<file path="src/hw/rtl/ruf_pkg.sv">
package ruf_pkg;

    localparam int BYTE_W           = 8;
    localparam int POS_W            = 7;
    localparam int DIGIT_W          = 4;
    localparam int RANGE_W          = 16;
    localparam int PROD_W           = RANGE_W + 4;
    localparam int DEF_BUFFER_BYTES = 80;
    localparam int DEF_MAX_DIGITS   = 15;
    localparam int MIN_FRAME_LEN    = 12;
    localparam int MIN_CLOSE_LEN    = 4;
    localparam int START_LEN        = 4;
    localparam int SEVEN_POS        = 7;
    localparam int RECENT_DEPTH     = 6;

    // frame delimiters
    localparam logic [BYTE_W-1:0] HDR_0      = 8'hF4;
    localparam logic [BYTE_W-1:0] HDR_1      = 8'hF3;
    localparam logic [BYTE_W-1:0] HDR_2      = 8'hF2;
    localparam logic [BYTE_W-1:0] HDR_3      = 8'hF1;
    localparam logic [BYTE_W-1:0] PER_FTR_0  = 8'hF8;
    localparam logic [BYTE_W-1:0] PER_FTR_1  = 8'hF7;
    localparam logic [BYTE_W-1:0] PER_FTR_2  = 8'hF6;
    localparam logic [BYTE_W-1:0] PER_FTR_3  = 8'hF5;
    localparam logic [BYTE_W-1:0] ACK_FTR_0  = 8'h04;
    localparam logic [BYTE_W-1:0] ACK_FTR_1  = 8'h03;
    localparam logic [BYTE_W-1:0] ACK_FTR_2  = 8'h02;
    localparam logic [BYTE_W-1:0] ACK_FTR_3  = 8'h01;
    localparam logic [BYTE_W-1:0] MARK_SEVEN = 8'hAA;
    localparam logic [BYTE_W-1:0] MARK_TAIL6 = 8'h55;
    localparam logic [BYTE_W-1:0] MARK_TAIL5 = 8'h00;
    localparam logic [BYTE_W-1:0] ASCII_CR   = 8'h0D;
    localparam logic [BYTE_W-1:0] ASCII_LF   = 8'h0A;
    localparam logic [BYTE_W-1:0] ASCII_O    = 8'h4F;
    localparam logic [BYTE_W-1:0] ASCII_N    = 8'h4E;
    localparam logic [BYTE_W-1:0] ASCII_F    = 8'h46;
    localparam logic [BYTE_W-1:0] ASCII_0    = 8'h30;
    localparam logic [BYTE_W-1:0] ASCII_9    = 8'h39;

    typedef enum logic [1:0] {
        KIND_PERIODIC = 2'd0,
        KIND_ACK      = 2'd1,
        KIND_TEXT     = 2'd2
    } frame_kind_t;

    typedef struct packed {
        logic              fire;
        logic              clear;
        logic              pos_ge1;
        logic              pos_ge2;
        logic [BYTE_W-1:0] cur;
        logic [BYTE_W-1:0] prev1;
        logic [BYTE_W-1:0] prev2;
    } scan_ctl_t;

    typedef struct packed {
        logic               presence_seen;
        logic               presence_value;
        logic               digit_found;
        logic [RANGE_W-1:0] range_acc;
    } scan_status_t;

    typedef struct packed {
        logic             close;
        frame_kind_t      kind;
        logic             ok;
        logic [POS_W-1:0] length;
    } frame_result_t;

endpackage

</file>
<file path="src/hw/rtl/ruf_in_stage.sv">
module ruf_in_stage (
    input  logic                      clk,
    input  logic                      rst_n,
    input  logic                      in_valid,
    input  logic [ruf_pkg::BYTE_W-1:0] byte_in,
    input  logic                      advance,
    output logic                      in_stall,
    output logic                      hold_valid,
    output logic [ruf_pkg::BYTE_W-1:0] hold_byte
);

    logic                       valid_reg;
    logic                       valid_next;
    logic [ruf_pkg::BYTE_W-1:0] byte_reg;
    logic [ruf_pkg::BYTE_W-1:0] byte_next;

    // hold the byte while the result side is stalled
    assign in_stall = valid_reg && !advance;

    always_comb
    begin
        valid_next = valid_reg;
        byte_next  = byte_reg;
        if (!in_stall)
        begin
            valid_next = in_valid;
            if (in_valid)
            begin
                byte_next = byte_in;
            end
        end
    end

    always_ff @(posedge clk or negedge rst_n)
    begin
        if (!rst_n)
        begin
            valid_reg <= 1'b0;
        end
        else
        begin
            valid_reg <= valid_next;
        end
    end

    always_ff @(posedge clk)
    begin
        byte_reg <= byte_next;
    end

    assign hold_valid = valid_reg;
    assign hold_byte  = byte_reg;

endmodule

</file>
<file path="src/hw/rtl/ruf_text_scan.sv">
module ruf_text_scan #(
    parameter int MAX_DIGITS = ruf_pkg::DEF_MAX_DIGITS
) (
    input  logic                  clk,
    input  logic                  rst_n,
    input  ruf_pkg::scan_ctl_t    ctl,
    output ruf_pkg::scan_status_t status
);

    logic [ruf_pkg::DIGIT_W-1:0] count_reg;
    logic [ruf_pkg::DIGIT_W-1:0] count_next;
    logic [ruf_pkg::RANGE_W-1:0] acc_reg;
    logic [ruf_pkg::RANGE_W-1:0] acc_next;
    logic                        seen_reg;
    logic                        seen_next;
    logic                        value_reg;
    logic                        value_next;
    logic                        stopped_reg;
    logic                        stopped_next;

    logic                        off_hit;
    logic                        on_hit;
    logic                        is_digit;
    logic [ruf_pkg::DIGIT_W-1:0] digit;
    logic [ruf_pkg::PROD_W-1:0]  prod;
    logic [ruf_pkg::DIGIT_W-1:0] count_upd;
    logic [ruf_pkg::RANGE_W-1:0] acc_upd;
    logic                        seen_upd;
    logic                        value_upd;
    logic                        stopped_upd;

    // letters of a match must all lie inside the current frame
    assign off_hit  = ctl.pos_ge2 && ctl.cur == ruf_pkg::ASCII_F
                      && ctl.prev1 == ruf_pkg::ASCII_F && ctl.prev2 == ruf_pkg::ASCII_O;
    assign on_hit   = ctl.pos_ge1 && ctl.cur == ruf_pkg::ASCII_N
                      && ctl.prev1 == ruf_pkg::ASCII_O;
    assign is_digit = ctl.cur >= ruf_pkg::ASCII_0 && ctl.cur <= ruf_pkg::ASCII_9;
    assign digit    = ruf_pkg::DIGIT_W'(ctl.cur - ruf_pkg::ASCII_0);
    assign prod     = (ruf_pkg::PROD_W'(acc_reg) << 3) + (ruf_pkg::PROD_W'(acc_reg) << 1)
                      + ruf_pkg::PROD_W'(digit);

    always_comb
    begin
        count_upd   = count_reg;
        acc_upd     = acc_reg;
        seen_upd    = seen_reg;
        value_upd   = value_reg;
        stopped_upd = stopped_reg;
        if (!stopped_reg)
        begin
            if (off_hit)
            begin
                seen_upd    = 1'b1;
                value_upd   = 1'b0;
                stopped_upd = 1'b1;
            end
            else if (on_hit)
            begin
                seen_upd    = 1'b1;
                value_upd   = 1'b1;
                stopped_upd = 1'b1;
            end
            else if (is_digit && count_reg < ruf_pkg::DIGIT_W'(MAX_DIGITS))
            begin
                // saturate at full scale
                acc_upd   = (prod > ruf_pkg::PROD_W'({ruf_pkg::RANGE_W{1'b1}}))
                            ? {ruf_pkg::RANGE_W{1'b1}} : prod[ruf_pkg::RANGE_W-1:0];
                count_upd = count_reg + 1'b1;
            end
        end
    end

    always_comb
    begin
        count_next   = count_reg;
        acc_next     = acc_reg;
        seen_next    = seen_reg;
        value_next   = value_reg;
        stopped_next = stopped_reg;
        if (ctl.fire)
        begin
            if (ctl.clear)
            begin
                count_next   = '0;
                acc_next     = '0;
                seen_next    = 1'b0;
                value_next   = 1'b0;
                stopped_next = 1'b0;
            end
            else
            begin
                count_next   = count_upd;
                acc_next     = acc_upd;
                seen_next    = seen_upd;
                value_next   = value_upd;
                stopped_next = stopped_upd;
            end
        end
    end

    always_ff @(posedge clk or negedge rst_n)
    begin
        if (!rst_n)
        begin
            count_reg   <= '0;
            acc_reg     <= '0;
            seen_reg    <= 1'b0;
            value_reg   <= 1'b0;
            stopped_reg <= 1'b0;
        end
        else
        begin
            count_reg   <= count_next;
            acc_reg     <= acc_next;
            seen_reg    <= seen_next;
            value_reg   <= value_next;
            stopped_reg <= stopped_next;
        end
    end

    // status including the current byte, ahead of any clear
    assign status.presence_seen  = seen_upd;
    assign status.presence_value = value_upd;
    assign status.digit_found    = count_upd != '0;
    assign status.range_acc      = acc_upd;

endmodule

</file>
<file path="src/hw/rtl/ruf_frame_track.sv">
module ruf_frame_track #(
    parameter int BUFFER_BYTES = ruf_pkg::DEF_BUFFER_BYTES
) (
    input  logic                       clk,
    input  logic                       rst_n,
    input  logic                       fire,
    input  logic [ruf_pkg::BYTE_W-1:0] cur,
    output ruf_pkg::scan_ctl_t         scan_ctl,
    output ruf_pkg::frame_result_t     result
);

    logic [ruf_pkg::POS_W-1:0]  pos_reg;
    logic [ruf_pkg::POS_W-1:0]  pos_next;
    logic [ruf_pkg::BYTE_W-1:0] start_reg [ruf_pkg::START_LEN];
    logic [ruf_pkg::BYTE_W-1:0] start_next [ruf_pkg::START_LEN];
    logic [ruf_pkg::BYTE_W-1:0] seven_reg;
    logic [ruf_pkg::BYTE_W-1:0] seven_next;
    logic [ruf_pkg::BYTE_W-1:0] recent_reg [ruf_pkg::RECENT_DEPTH];
    logic [ruf_pkg::BYTE_W-1:0] recent_next [ruf_pkg::RECENT_DEPTH];

    logic                       drop;
    logic [ruf_pkg::POS_W-1:0]  len;
    logic                       per_ftr;
    logic                       ack_ftr;
    logic                       txt_ftr;
    logic                       long_enough;
    logic                       per_ok;
    logic                       close;

    assign drop = pos_reg >= ruf_pkg::POS_W'(BUFFER_BYTES - 1);
    assign len  = pos_reg + 1'b1;

    // the window after this byte: recent_reg[1..5] then cur
    assign per_ftr = recent_reg[3] == ruf_pkg::PER_FTR_0 && recent_reg[4] == ruf_pkg::PER_FTR_1
                     && recent_reg[5] == ruf_pkg::PER_FTR_2 && cur == ruf_pkg::PER_FTR_3;
    assign ack_ftr = recent_reg[3] == ruf_pkg::ACK_FTR_0 && recent_reg[4] == ruf_pkg::ACK_FTR_1
                     && recent_reg[5] == ruf_pkg::ACK_FTR_2 && cur == ruf_pkg::ACK_FTR_3;
    assign txt_ftr = recent_reg[5] == ruf_pkg::ASCII_CR && cur == ruf_pkg::ASCII_LF;

    assign long_enough = len >= ruf_pkg::POS_W'(ruf_pkg::MIN_FRAME_LEN);
    assign per_ok      = long_enough
                         && start_reg[0] == ruf_pkg::HDR_0 && start_reg[1] == ruf_pkg::HDR_1
                         && start_reg[2] == ruf_pkg::HDR_2 && start_reg[3] == ruf_pkg::HDR_3
                         && seven_reg == ruf_pkg::MARK_SEVEN
                         && recent_reg[1] == ruf_pkg::MARK_TAIL6
                         && recent_reg[2] == ruf_pkg::MARK_TAIL5;

    assign close = !drop && len >= ruf_pkg::POS_W'(ruf_pkg::MIN_CLOSE_LEN)
                   && (per_ftr || ack_ftr || txt_ftr);

    always_comb
    begin
        result.close  = close;
        result.length = len;
        if (per_ftr)
        begin
            result.kind = ruf_pkg::KIND_PERIODIC;
            result.ok   = per_ok;
        end
        else if (ack_ftr)
        begin
            result.kind = ruf_pkg::KIND_ACK;
            result.ok   = long_enough;
        end
        else
        begin
            result.kind = ruf_pkg::KIND_TEXT;
            result.ok   = 1'b1;
        end
    end

    assign scan_ctl.fire    = fire;
    assign scan_ctl.clear   = drop || close;
    assign scan_ctl.pos_ge1 = pos_reg >= ruf_pkg::POS_W'(1);
    assign scan_ctl.pos_ge2 = pos_reg >= ruf_pkg::POS_W'(2);
    assign scan_ctl.cur     = cur;
    assign scan_ctl.prev1   = recent_reg[5];
    assign scan_ctl.prev2   = recent_reg[4];

    always_comb
    begin
        pos_next    = pos_reg;
        start_next  = start_reg;
        seven_next  = seven_reg;
        recent_next = recent_reg;
        if (fire)
        begin
            if (drop)
            begin
                // drop the byte and the frame
                pos_next = '0;
            end
            else
            begin
                pos_next = close ? '0 : len;
                if (pos_reg < ruf_pkg::POS_W'(ruf_pkg::START_LEN))
                begin
                    start_next[pos_reg[1:0]] = cur;
                end
                if (pos_reg == ruf_pkg::POS_W'(ruf_pkg::SEVEN_POS))
                begin
                    seven_next = cur;
                end
                for (int i = 0; i < ruf_pkg::RECENT_DEPTH - 1; i++)
                begin
                    recent_next[i] = recent_reg[i + 1];
                end
                recent_next[ruf_pkg::RECENT_DEPTH - 1] = cur;
            end
        end
    end

    always_ff @(posedge clk or negedge rst_n)
    begin
        if (!rst_n)
        begin
            pos_reg   <= '0;
            seven_reg <= '0;
            for (int i = 0; i < ruf_pkg::START_LEN; i++)
            begin
                start_reg[i] <= '0;
            end
            for (int i = 0; i < ruf_pkg::RECENT_DEPTH; i++)
            begin
                recent_reg[i] <= '0;
            end
        end
        else
        begin
            pos_reg    <= pos_next;
            seven_reg  <= seven_next;
            start_reg  <= start_next;
            recent_reg <= recent_next;
        end
    end

endmodule

</file>
<file path="src/hw/rtl/radar_uart_frame_splitter.sv">
// Frame splitter for the serial link of a presence radar.
//
// Input channel: one received serial byte per transaction on byte_in, under
// in_valid / in_stall. Output channel: one closed frame per transaction under
// out_valid / out_stall, carrying kind, check result, length and, for text
// lines, the presence and range decoded from the line.
//
// A byte taken into the input register passes the frame tracker and text
// scanner; a frame it closes is registered for the output ports. Throughput:
// one byte per cycle unless a stalled result holds the result register, set
// by the single pass through the frame tracker and text scanner between the
// input and result registers. Bytes that close no frame produce no transaction.
//
// Reset empties the current frame and the scan state and drops any byte or
// result in flight. While the receiver stalls, the result is held steady; one
// further byte is taken into the input register if it is empty, then in_stall
// rises until the result is taken. A frame that reaches BUFFER_BYTES-1 bytes
// is dropped together with the byte that arrives next, without a result.
module radar_uart_frame_splitter #(
    parameter int BUFFER_BYTES = ruf_pkg::DEF_BUFFER_BYTES,
    parameter int MAX_DIGITS   = ruf_pkg::DEF_MAX_DIGITS
) (
    input  logic                        clk,
    input  logic                        rst_n,
    input  logic                        in_valid,
    output logic                        in_stall,
    input  logic [ruf_pkg::BYTE_W-1:0]  byte_in,
    output logic                        out_valid,
    input  logic                        out_stall,
    output logic [1:0]                  frame_kind,
    output logic                        frame_ok,
    output logic [ruf_pkg::POS_W-1:0]   frame_length,
    output logic                        presence_found,
    output logic                        presence,
    output logic                        range_found,
    output logic [ruf_pkg::RANGE_W-1:0] range_value
);

    logic                       advance;
    logic                       fire;
    logic                       hold_valid;
    logic [ruf_pkg::BYTE_W-1:0] hold_byte;
    ruf_pkg::scan_ctl_t         scan_ctl;
    ruf_pkg::scan_status_t      scan_status;
    ruf_pkg::frame_result_t     result;
    logic                       is_text;

    logic                        out_valid_reg;
    logic                        out_valid_next;
    logic [1:0]                  kind_reg;
    logic [1:0]                  kind_next;
    logic                        ok_reg;
    logic                        ok_next;
    logic [ruf_pkg::POS_W-1:0]   length_reg;
    logic [ruf_pkg::POS_W-1:0]   length_next;
    logic                        pfound_reg;
    logic                        pfound_next;
    logic                        presence_reg;
    logic                        presence_next;
    logic                        rfound_reg;
    logic                        rfound_next;
    logic [ruf_pkg::RANGE_W-1:0] range_reg;
    logic [ruf_pkg::RANGE_W-1:0] range_next;

    // the result register is free unless it holds a stalled transaction
    assign advance = !(out_valid_reg && out_stall);
    assign fire    = hold_valid && advance;

    ruf_in_stage u_in_stage (
        .clk        (clk),
        .rst_n      (rst_n),
        .in_valid   (in_valid),
        .byte_in    (byte_in),
        .advance    (advance),
        .in_stall   (in_stall),
        .hold_valid (hold_valid),
        .hold_byte  (hold_byte)
    );

    ruf_frame_track #(
        .BUFFER_BYTES (BUFFER_BYTES)
    ) u_frame_track (
        .clk      (clk),
        .rst_n    (rst_n),
        .fire     (fire),
        .cur      (hold_byte),
        .scan_ctl (scan_ctl),
        .result   (result)
    );

    ruf_text_scan #(
        .MAX_DIGITS (MAX_DIGITS)
    ) u_text_scan (
        .clk    (clk),
        .rst_n  (rst_n),
        .ctl    (scan_ctl),
        .status (scan_status)
    );

    assign is_text = result.kind == ruf_pkg::KIND_TEXT;

    always_comb
    begin
        out_valid_next = out_valid_reg;
        kind_next      = kind_reg;
        ok_next        = ok_reg;
        length_next    = length_reg;
        pfound_next    = pfound_reg;
        presence_next  = presence_reg;
        rfound_next    = rfound_reg;
        range_next     = range_reg;
        if (advance)
        begin
            // load a closed frame, or empty the register once taken
            out_valid_next = fire && result.close;
            kind_next      = result.kind;
            ok_next        = result.ok;
            length_next    = result.length;
            pfound_next    = is_text && scan_status.presence_seen;
            presence_next  = is_text && scan_status.presence_seen
                             && scan_status.presence_value;
            rfound_next    = is_text && scan_status.digit_found;
            range_next     = (is_text && scan_status.digit_found)
                             ? scan_status.range_acc : '0;
        end
    end

    always_ff @(posedge clk or negedge rst_n)
    begin
        if (!rst_n)
        begin
            out_valid_reg <= 1'b0;
        end
        else
        begin
            out_valid_reg <= out_valid_next;
        end
    end

    always_ff @(posedge clk)
    begin
        kind_reg     <= kind_next;
        ok_reg       <= ok_next;
        length_reg   <= length_next;
        pfound_reg   <= pfound_next;
        presence_reg <= presence_next;
        rfound_reg   <= rfound_next;
        range_reg    <= range_next;
    end

    assign out_valid      = out_valid_reg;
    assign frame_kind     = kind_reg;
    assign frame_ok       = ok_reg;
    assign frame_length   = length_reg;
    assign presence_found = pfound_reg;
    assign presence       = presence_reg;
    assign range_found    = rfound_reg;
    assign range_value    = range_reg;

    // a closed frame always holds at least its footer
    assert property (@(posedge clk) disable iff (!rst_n)
        out_valid |-> frame_length >= ruf_pkg::POS_W'(ruf_pkg::MIN_CLOSE_LEN))
        else $error("closed frame shorter than a footer");

    // text fields stay clear on binary frames
    assert property (@(posedge clk) disable iff (!rst_n)
        out_valid && frame_kind != ruf_pkg::KIND_TEXT
        |-> !presence_found && !presence && !range_found && range_value == '0)
        else $error("text fields set on a binary frame");

    // only a stalled result may hold back the input side
    assert property (@(posedge clk) disable iff (!rst_n)
        in_stall |-> out_valid && out_stall)
        else $error("input stalled without a stalled result");

    // a result taken with nothing queued behind it leaves the register empty
    assert property (@(posedge clk) disable iff (!rst_n)
        out_valid && !out_stall && !hold_valid |=> !out_valid)
        else $error("result repeated after it was taken");

endmodule
</file>
<file path="config.mk">
export PLATFORM = sky130hd
export DESIGN_NAME = radar_uart_frame_splitter
export DESIGN_NICKNAME = d
export VERILOG_FILES = /design/src/hw/rtl/ruf_pkg.sv /design/src/hw/rtl/ruf_in_stage.sv /design/src/hw/rtl/ruf_text_scan.sv /design/src/hw/rtl/ruf_frame_track.sv /design/src/hw/rtl/radar_uart_frame_splitter.sv
export SDC_FILE = /design/constraint.sdc
export NUM_CORES = 1
export LEC_CHECK = 0
export ABC_AREA = 0
export BUFFER_PORTS_ARGS = -buffer_cell sky130_fd_sc_hd__buf_2
export CAP_MARGIN = 10
export CORE_MARGIN = 4
export CORE_UTILIZATION = 42
export CTS_CLUSTER_SIZE = 24
export DETAILED_ROUTE_END_ITERATION = 10
export PLACE_DENSITY_LB_ADDON = 0.3
export SYNTH_ARGS = -nofsm -noshare
export SYNTH_HDL_FRONTEND = slang
export SYNTH_SLANG_ARGS = --single-unit
</file>
<file path="constraint.sdc">
create_clock -name clk -period 6.75 [get_ports clk]
set_input_delay 0.3375 -clock clk [delete_from_list [all_inputs] [get_ports clk]]
set_output_delay 0.3375 -clock clk [all_outputs]
set_load 0.02 [all_outputs]
</file>
==> results.cfg <==
[run_status]
outcome = finished clean

[critical_path]
cpMaxStageDelayCell = fa_1
end_kind = register
cp.arrival_ps = 4070
crit_chain = fa_1 > ha_1 > a211oi_1 > o211ai_1 > a41oi_1 > o311a_1 > xor2_1 > nand4_1 > buf_4 > o31ai_1 > a21oi_1
crit_type = reg -> reg
required_ps = 7010
start_kind = register
crit_fanout = 41
slowest_delay_ps = 600

[routing]
post_drt_wl_per_cell_um = 17.9
wirelength_mm = 16.2
vias = 5119
drc = 0
drt-pass1-iter-count = 4
via_per_inst = 5.64
drtAntennaViolNets = 0
drtIter0Drc = 338

[sta]
fmax_mhz = 263
report.final.slew_viol_count = 0
rsz0062_at_grt = false
fin_hold_ws_ps = 88.3
worst_pin_slew_ps = 1160
hold_viol = 0
fin_crit_ps = 3810
tns_ps = 0
fin_crit_sh_pct = 56.4
fin_ws_ps = 2940
finalSetupViolations = 0
relSlewSlack_pct = 22.5
skew_ps = 12.6

[floorplanning]
fp.dieArea_um2 = 19900
initial_utilization_pct = 42.9
fp.dieH_um = 141
num_io_pins = 43
core_area_um2 = 17300
die_w_um = 141
rows = 48

[clock_network]
cts_inserted_buffers = 17
post_cts_buffers = 0
clk_pin_slew_worst_paths_ps = 60
cts.repair.resized = 0
clock_path_buffers = 2
clock_sinks = 149
clock_latency_ps = 430
cts_root_buf = clkbuf_16
cts-htree-levels = 4
cts_tree = built

[power]
power_density_nw_per_um2 = 308
sequentialPowerShare_pct = 49.0
total_power_mw = 2.60
clkPwrFrac_pct = 35.6
combinationalPowerShare_pct = 15.4
switchingPower_uw = 704
swShare_pct = 27.1
p_leak_nw = 3.77
intPower_mw = 1.89
ir_drop_mv = 0.192

[cells_and_area]
fin_util_pct = 48.7
area_growth_pct = 13.5
final_cell_count_no_fill = 908
drive_above_1_share_pct = 24.5
nNetsFinal = 721
design_area_um2 = 8430
fillers = 1541
largest_reg_flops = 32
antenna_cells = 0

[yosys]
yosysMostFrequentCell = dfrtp_1
synth_edf_count = 37
syn_nets = 686
ys_async_sr_fraction_pct = 75.2
syn_inst = 636
synthTopCellsByArea = dfrtp_1 38%, edfxtp_1 15%, mux2_2 12%
yosysUniqueCellTypes = 63
yosysWarnings = 0
synth-seq-cells = 149
synth_commonest_cells = 112 x dfrtp_1, 80 x mux2_2, 48 x nor2_1
yosys.area.top_type_share_pct = 37.7
ys_seq_area_share_pct = 52.7
netlist_area_um2 = 7430
synth_area_leader_cell = dfrtp_1
ys.flop_type = dfrtp_1
syn_avg_cell_area_um2 = 11.7

[flow_run]
maxCapViolations = 0

[placement]
port_buffers = 42
placed_cell_area_um2 = 7840
dpl.cell_count = 876
place_congestion = 0.838
dp_hpwl_mm = 11.4
dpl_worst_slack_ps = 2950

[global_routing]
overflow = 0
antenna_found_initial = 0
first_global_vias = 5112
grt_max_degree = 66
globalRouteTotalUtil_pct = 17.1
grt_pass1_wl_mm = 27.0

[hold_path]
hp-class = in -> reg
[critical path: cells and delay by family (launching register included)]
family	cells	cell delay, ps
xor gates and xnor gates	1	170
adders and majority gates	2	940
DFF	1	580
buffers and inverters	1	260
and+or+nand+nor	1	120
AOI/OAI and AO/OA	6	1570
[power by group through the flow]
stage / Combinational [mW] / Sequential, mW / Clock [mW]
5_1_grt: 0.445 / 1.30 / 0.982
6_report: 0.400 / 1.27 / 0.924
2_1_floorplan: 0.323 / 1.23 / 0
4_1_cts: 0.407 / 1.27 / 0.943
3_5_place_dp: 0.403 / 1.29 / 0
3_3_place_gp: 0.387 / 1.28 / 0
[what timing repair did]
item	4_1_cts	5_1_grt
setup endpoints to repair	0	0
hold buffers	1	0
endpoints found under the hold margin	47	0
[cells by family (layout without fill, tap and decap cells)]
family | count (synthesis) | count (layout) | synth area share (%)
muxes | 81 | 81 | 12.3
buffers and inverters | 41 | 88 | 2.17
xor gates and xnor gates | 20 | 20 | 2.36
DFF | 149 | 149 | 52.7
AOI/OAI and AO/OA | 122 | 122 | 11.0
adders and majority gates | 38 | 38 | 6.60
and+or+nand+nor | 185 | 185 | 12.9
[final timing paths]
path                                                        start                                      to  slack, ps  cells after the start
setup / recovery                u_in_stage.hold_byte[3]$_DFFE_PP_     u_text_scan.acc_reg[11]$_DFFE_PN0P_       2940                     11
hold / removal                                         byte_in[7]       u_in_stage.hold_byte[7]$_DFFE_PP_         90                      1
setup reg to reg                u_in_stage.hold_byte[3]$_DFFE_PP_     u_text_scan.acc_reg[11]$_DFFE_PN0P_       2940                     11
hold reg to reg            u_frame_track.start_reg[5]$_DFFE_PN0P_  u_frame_track.start_reg[5]$_DFFE_PN0P_        500                      1
max in group asynchronous                                   rst_n    u_text_scan.count_reg[3]$_DFFE_PN0P_       5000                      3
min in group asynchronous                                   rst_n     u_text_scan.acc_reg[14]$_DFFE_PN0P_        490                      2
[cell usage in the layout, fill, tap and decap left out, types with 7 or more instances in the layout]
master / instances
buf_2: 41
xor2_1: 9
mux2_2: 80
inv_1: 8
dfrtp_1: 112
nor2_1: 47
nand3_1: 12
o21ai_0: 26
nor3_1: 27
and3_1: 7
a31oi_1: 8
clkbuf_16: 18
a21oi_1: 31
nand4_1: 12
xnor2_1: 11
a21o_1: 7
edfxtp_1: 37
o31ai_1: 14
nand2_1: 36
ha_1: 36
[final cells by class]
class                   count  area [um2]  share of cell area [%]
clock buffers              20         468                    5.55
clock inverters            11         111                    1.32
inverters                   9        33.8                   0.401
multi-input cells         446        3360                    39.9
flip-flops and latches    149        3910                    46.4
well taps                 225         282                    3.34
repair buffers             48         260                    3.09
[layer usage]
layer / routed length, um / global-route usage [%]
met1: 7720 / 23.5
met2: 7530 / 26.7
met3: 675 / 4.00
met4: 307 / 6.02
met5: 0 / 0
(Power assumes the default switching activity.)
